==> src/rtl/ght_first_set.sv <==
`timescale 1ns / 1ps
// Priority encoder that finds the lowest set bit of a vector.
// Used by the handle table top level for the free-slot search; no dependencies.
module ght_first_set #(
  parameter int WIDTH = 32,
  parameter int IDX_W = (WIDTH > 1) ? $clog2(WIDTH) : 1
) (
  input  logic [WIDTH-1:0] vec,
  output logic             found,
  output logic [IDX_W-1:0] index
);

  always_comb begin
    found = |vec;
    index = '0;
    for (int i = WIDTH - 1; i >= 0; i--) begin
      if (vec[i]) begin
        index = IDX_W'(i);
      end
    end
  end

endmodule

==> config.mk <==
export PLATFORM = sky130hd
export DESIGN_NAME = ght_first_set
export DESIGN_NICKNAME = d
export VERILOG_FILES = /design/src/rtl/ght_first_set.sv
export SDC_FILE = /design/constraint.sdc
export NUM_CORES = 1
export LEC_CHECK = 0
export BUFFER_PORTS_ARGS = -buffer_cell sky130_fd_sc_hd__buf_2
export CORE_AREA = 2 2 39 41
export DETAILED_ROUTE_END_ITERATION = 8
export DIE_AREA = 0 0 41 43
export PLACE_DENSITY = 0.67
export SYNTH_ARGS = -nofsm -noshare
export SYNTH_HDL_FRONTEND = slang
export SYNTH_SLANG_ARGS = --single-unit
==> constraint.sdc <==
create_clock -name vclk -period 1.7
set_input_delay 0.255 -clock vclk [all_inputs]
set_output_delay 0.255 -clock vclk [all_outputs]
set_load 0.05 [all_outputs]
**After elaboration in Yosys (flattened, before gate mapping)**

Cells that the tools add are included.

- Register bits: 0
- Input port bits: 32

- Mux-type cells: 32
- Reductions and logical operators: 1

Operators with widths:

| cell | number |
|---|---|
| $mux 5 | 32 |
| $reduce_or 32->1 | 1 |

**Depth between registers and ports, before layout**

Gate-level depths: netlist of the first run.

- Depth after elaboration: 32
- Gate-level depth with buffers: 5
- Mapped depth without buffers: 5

**Worst setup path before layout of the first run**

OpenSTA, ideal clock, no wires.

- Path kind: in2out
- From: in vec[30]
- To: out index[0]
- Data arrival time: 2.058 ns
- Data required time: 1.445 ns
- Slack: -0.613 ns
- Stages on the path: 5
- Path buffers: 0
- Cell sequence: nor3b_1 nor3_1 o31ai_1 o2111ai_1 a221oi_1

- Cells in the longest elaborated chain, start to end: 31

Ends and longest elaborated chain:

| what | RTL line | RTL |
|---|---|---|
| from (decl) | 8 | `input logic [WIDTH-1:0] vec,` |
| $mux 5 (31 in a row) | 17 | `if (vec[i]) begin` |
| to (decl) | 10 | `output logic [IDX_W-1:0] index` |

No other way between the ends.

**Final worst setup path of the first run**

- From: in vec[19]
- To: out found

- Cells in the longest elaborated chain, start to end: 1

Ends and longest elaborated chain:

| what | RTL line | RTL |
|---|---|---|
| $reduce_or 32->1 | 14 | `found = \|vec;` |
| to (decl) | 9 | `output logic found,` |

No other way between the ends.

==> results of run 1 <==
==> path summary, 6_finish.rpt <==
check                  end     from  cells after the start  slack (ps)
setup / recovery     found  vec[19]                      6         -60
hold / removal    index[0]   vec[0]                      4         880
==> cells in the mapped netlist, types with 2 or more instances <==
cell type / number / area [µm²]
nand2_1: 3 / 11.3
a2111oi_0: 2 / 17.5
nor2_1: 10 / 37.5
a21oi_1: 7 / 35.0
nor3_1: 5 / 25.0
nor3_2: 2 / 20.0
o31ai_1: 4 / 30.0
nor3b_1: 2 / 15.0
or4_4: 2 / 22.5
nor4_1: 7 / 43.8
inv_1: 6 / 22.5
o21ai_0: 2 / 10.0
or4_1: 2 / 15.0
==> metrics by stage <==
step	worst slack [ps]	total power, mW	TNS [ps]
after floorplan	-172	0.0513	-472
after global placement	-125	0.156	-544
after detailed placement	-135	0.158	-600
after CTS	-51.1	0.174	-143
after global routing	-102	0.223	-326
final	-55.4	0.206	-63.0
==> cell type report <==
type               count  area share [%]
inverters              6            2.21
multi-input cells     59            49.5
well taps             16            1.97
repair buffers        62            46.3
==> power breakdown <==
group	internal [mW]	switching (mW)	leakage, nW
Clock	0	0	0
Sequential	0	0	0
Combinational	0.109	0.0970	0.453
Total	0.109	0.0970	0.453
==> layer usage <==
| metal | up-vias | wire, µm | global-route usage [%] |
|---|---|---|---|
| li1 | 387 | - | - |
| met4 | 0 | 22 | 0 |
| met2 | 31 | 929 | 36.9 |
| met3 | 2 | 122 | 1.05 |
| met5 | - | 0 | 0 |
| met1 | 332 | 617 | 22.9 |
==> timing repair <==
action,in CTS,in global routing
buffers inserted,0,0
setup endpoints to repair,6,6
gates resized for setup,19,28
gates cloned,0,0
pin swaps,2,9
==> kinds of logic (layout without fill, tap and decap cells) <==
kind of cell / Yosys count / in the layout / share of synthesized area, %
buffers and inverters: 6 / 68 / 5.84
AO/OA/AOI/OAI: 22 / 22 / 38.6
AND/OR/NAND/NOR: 37 / 37 / 55.5
==> impl_results.md, run 1 <==
- Cell Area, Placed: 811 µm²
- Status: complete, but fails checks
- VDD IR max: about 0.11 mV
- Mapped Nets: 97
- Fill cell count: approximately 130
- Crit path DAT: 1500 ps
- Layout Area Growth over Synthesis: 164%
- WHS: between 800 and 900 ps
- RSZ-0062 raised after global routing: yes
- Vias/cell: approximately 5.3
- CP Class: in -> out
- Number of remaining DRC errors: 0
- WL final: ~1700 µm
- Fin crit period: roughly 1800 ps
- Max cap viols: 0
- CP startpoint kind: primary input
- Global-route wire length before repair: about 2500 µm
- Lkg Pwr: around 0.45 nW
- Row cnt: 14
- Slowest cell delay on critical path: ~540 ps
- Fin util: 73.6%
- Post-synthesis cell type count: 24
- Initial Util: approximately 28%
- Nets: between 150 and 200
- DP HPWL: ~1300 µm
- Hold_buf cts: 0
- Largest net degree at the start of global routing: 6
- Worst-margin pin slew: 393 ps
- Cell count after synthesis: 65
- Most frequent cells in the layout: 23 x buf_2, 22 x buf_4, 17 x buf_6
- I/O Pins: 38
- Slew Limit Fails: 0
- Buffers on Ports: 38
- FMAX: 570 MHz
- Per-cell routed wire length: ~12 µm
- Hold WC Path Type: in -> out
- Mean Syn Cell Area: about 6 µm²
- Drt initial violations: 7
- Layout cells sized above 1: about two thirds
- Period utilization: 103%
- Seq/Total Area, Yosys: 0%
- Vias in the first global route: around 680
- Critical Path End Type: output pin
- Non-filler instance count after layout: roughly 140
- Post-DRT Antenna Nets: 0
- Initial antenna violation count: 0
- Gpl congestion: 0.763
- Most frequent cell on the critical path: buf_6
- FF+latch count: 0
- Core area: between 1000 and 1500 µm²
- GR Util All Layers: 19.2%
- DRT Pass-1 Iters: 4
- Cell Pwr Density: around 200 nW/µm²
- Worst path cell trace: buf_6 -> or4_4 -> buf_6 -> nor3_4 -> nand4_1 -> buf_6
- Via Count: 752
- Final setup viols: 2
- Bufs and invs on worst path: 3
- Top Family by Delay on Critical Path: simple AND/OR/NAND/NOR gates
- Failing checks: negative setup slack
- Synth Cell Area: a little under 400 µm²
- Grt ovf: 0
- CP max stage cell: or4_4
- Multi-input gate area: between 500 and 600 µm²
- Final Hold Viols: 0
- Final WS setup: -55.4 ps
- # diodes: 0
- Worst Path Max Fanout: 3
- Synthesis Warnings: 0
- Die width: 41 µm
- Slew margin rel.: 73.6%
- Die height: between 40 and 50 µm
- Design Area, Final: a little over 1000 µm²
- Register area: 0 µm²
- Commonest non-fill, non-tap cell in the layout: buf_2
- Cells after DPL: roughly 140
- Required @ worst endpoint: roughly 1400 ps
- # clk buffers: 0
- Die area: between 1500 and 2000 µm²
(Power assumes the default switching activity.)
==> inputs of run 2 (changes only) <==
--- a/config.mk
+++ b/config.mk
@@ -5,11 +5,12 @@
 export SDC_FILE = /design/constraint.sdc
 export NUM_CORES = 1
 export LEC_CHECK = 0
+export ABC_AREA = 1
 export BUFFER_PORTS_ARGS = -buffer_cell sky130_fd_sc_hd__buf_2
 export CORE_AREA = 2 2 39 41
 export DETAILED_ROUTE_END_ITERATION = 8
 export DIE_AREA = 0 0 41 43
-export PLACE_DENSITY = 0.67
+export PLACE_DENSITY = 0.74
 export SYNTH_ARGS = -nofsm -noshare
 export SYNTH_HDL_FRONTEND = slang
 export SYNTH_SLANG_ARGS = --single-unit
==> run 2 against run 1 <==
  * The flow still finishes with violations (negative setup slack)
  * Die area is the same
  * Count of clock-buffer cells in the layout is the same
  * Synthesized cell count grew 65%
  * Sequential share of layout area is the same
==> impl_results.md, run 2 <==
- Final Hold Viols: 0
- Number of remaining DRC errors: 0
- Status: complete, but fails checks
- Grt ovf: 0
- Core area: roughly 1400 µm²
- Worst-margin pin slew: 368 ps
- Max cap viols: 0
- Layout cells sized above 1: 48.1%
- Synthesis Warnings: 0
- Die width: between 40 and 50 µm
- Fin crit period: between 2000 and 2500 ps
- CP max stage cell: buf_6
- CP startpoint: vec[30]
- DP HPWL: roughly 1100 µm
- Complex-gate fraction of the synthesized area: 14.6%
- Worst Path Max Fanout: 2
- Via Count: between 700 and 800
- Seq pwr share: 0%
- Cell count after synthesis: roughly 110
- Synth Area in XOR/XNOR: 0%
- Cell Area, Placed: 783 µm²
- Setup TNS: -1650 ps
- Vias/cell: between 4 and 5
- Commonest non-fill, non-tap cell in the layout: nand2_1
- Design Area, Final: 947 µm²
- Hold WC Path Type: in -> out
- DRT Pass-1 Iters: 4
- Final WS setup: -622 ps
- Buffers on Ports: 38
- Multi-input gate area: a little over 400 µm²
- Nets: ~190
- Top Family by Delay on Critical Path: simple AND/OR/NAND/NOR gates
- FF+latch count: 0
- Crit path DAT: roughly 2100 ps
- Mapped Nets: approximately 140
- Initial Util: approximately 34%
- Lkg Pwr: around 0.58 nW
- Largest family of logic cells by synthesized area: simple AND/OR/NAND/NOR gates
- # clk buffers: 0
- CP Class: in -> out
- Most frequent cells in the layout: 39 x nand2_1, 29 x buf_2, 25 x inv_1
- CP startpoint kind: primary input
- Period utilization: 137%
- Total power: roughly 190 µW
- Final setup viols: 6
- Fill cell count: between 100 and 150
- Drt initial violations: 8
- Post-synthesis mux area share: 0%
- Layout Area Growth over Synthesis: 101%
- Combinational share of power: 100.0%
- Power share of the clock group: 0%
- Cell Pwr Density: a little over 200 nW/µm²
- Post-Synth Adder-Cell Area: 0%
- Seq/Total Area, Yosys: 0%
- Ranking of synthesized cells by area: nand2_1 34%, inv_1 22%, nor2_1 12%
- Post-synthesis cell type count: 17
- Register area: 0 µm²
- GR Util All Layers: 19.3%
- Sw Pwr: 94.0 µW
- RSZ-0062 raised after global routing: yes
- Switching Fraction: between 40% and 50%
- Post-DRT Antenna Nets: 0
- Row cnt: 14
- Gpl congestion: 0.683
- Post-Synth Simple-Gate Area: a little over half
- Slowest cell delay on critical path: 170 ps
- Mean Syn Cell Area: 4.40 µm²
- # diodes: 0
- Synth Cell Area: about 470 µm²
- P_int: approximately 98 µW
- Global-route wire length before repair: 2540 µm
- Slew margin rel.: 75.3%
- Dpl ws: -761 ps
- Slew Limit Fails: 0
- Die height: ~43 µm
- WL final: about 1500 µm
- WHS: roughly 810 ps
- Bufs and invs on worst path: 3
- Vias in the first global route: 725
- Critical Path End Type: output pin
- Count leader, synth: nand2_1
- Required @ worst endpoint: 1440 ps
- Largest net degree at the start of global routing: 4
- Most frequent cell on the critical path: nand2_1
- Die area: about 1800 µm²
- Per-cell routed wire length: ~8.6 µm
- Min-delay src: vec[1]
- FMAX: between 400 and 500 MHz
- Post-synth top area share: between 30 and 40%
- Failing checks: negative setup slack
- Synth area leader: nand2_1
- Initial antenna violation count: 0
- I/O Pins: 38
- Most frequent cells after synthesis: 43 x nand2_1, 27 x inv_1, 15 x nor2_1
- VDD IR max: 0.121 mV
## run 2: changes by cell type in the layout (fill, tap and decap cells not counted), moves of 5 or more
cell | before | now
a21oi_1 | 5 | 0
buf_2 | 23 | 29
buf_4 | 22 | 11
buf_6 | 17 | 9
inv_1 | 6 | 25
nand2_1 | 2 | 39
nor2_1 | 8 | 13
nor3_1 | 5 | 0
## run 2: area by class of cell
class                           count  share of cell area [%]
Timing Repair Buffer               51                    37.9
Inverter                           33                    17.3
Tap cell                           16                    2.11
Multi-Input combinational cell     74                    42.7
## run 2: kinds of logic after synthesis
group / after synthesis
compound gates: 10
buf+inv: 33
simple gates: 64
## run 2: per-layer routing
layer | GRT usage, % | vias to the layer above | part of all wire, %
li1 | - | 417 | -
met2 | 38.8 | 26 | 53
met4 | 0 | 0 | 0
met3 | 2.62 | 0 | 7.5
met1 | 20.3 | 324 | 39
met5 | 0 | - | 0
## run 2: path summary, 6_finish.rpt
kind,slack [ps],end,depth (start not counted)
worst max-delay path,-620,index[0],33
worst min-delay path,810,index[1],3
## run 2: timing repair
action                     4_1_cts  5_1_grt
setup endpoints to repair        5        6
setup buffers                    6        0
hold buffers                     0        0
resized for setup               28        8
pin swaps                        6        8
## run 2: through the flow
stage	util, %	instances
final	68.4	174
after global routing	68.4	174
after CTS	66.5	174
after detailed placement	56.6	170
after global placement	56.6	170
after floorplan	-	107
## run 2: power by group through the flow
stage                     clock network (mW)  registers, mW  logic, mW
after detailed placement                   0              0      0.160
after CTS                                  0              0      0.187
after global placement                     0              0      0.155
after floorplan                            0              0     0.0835
after global routing                       0              0      0.213
final                                      0              0      0.192
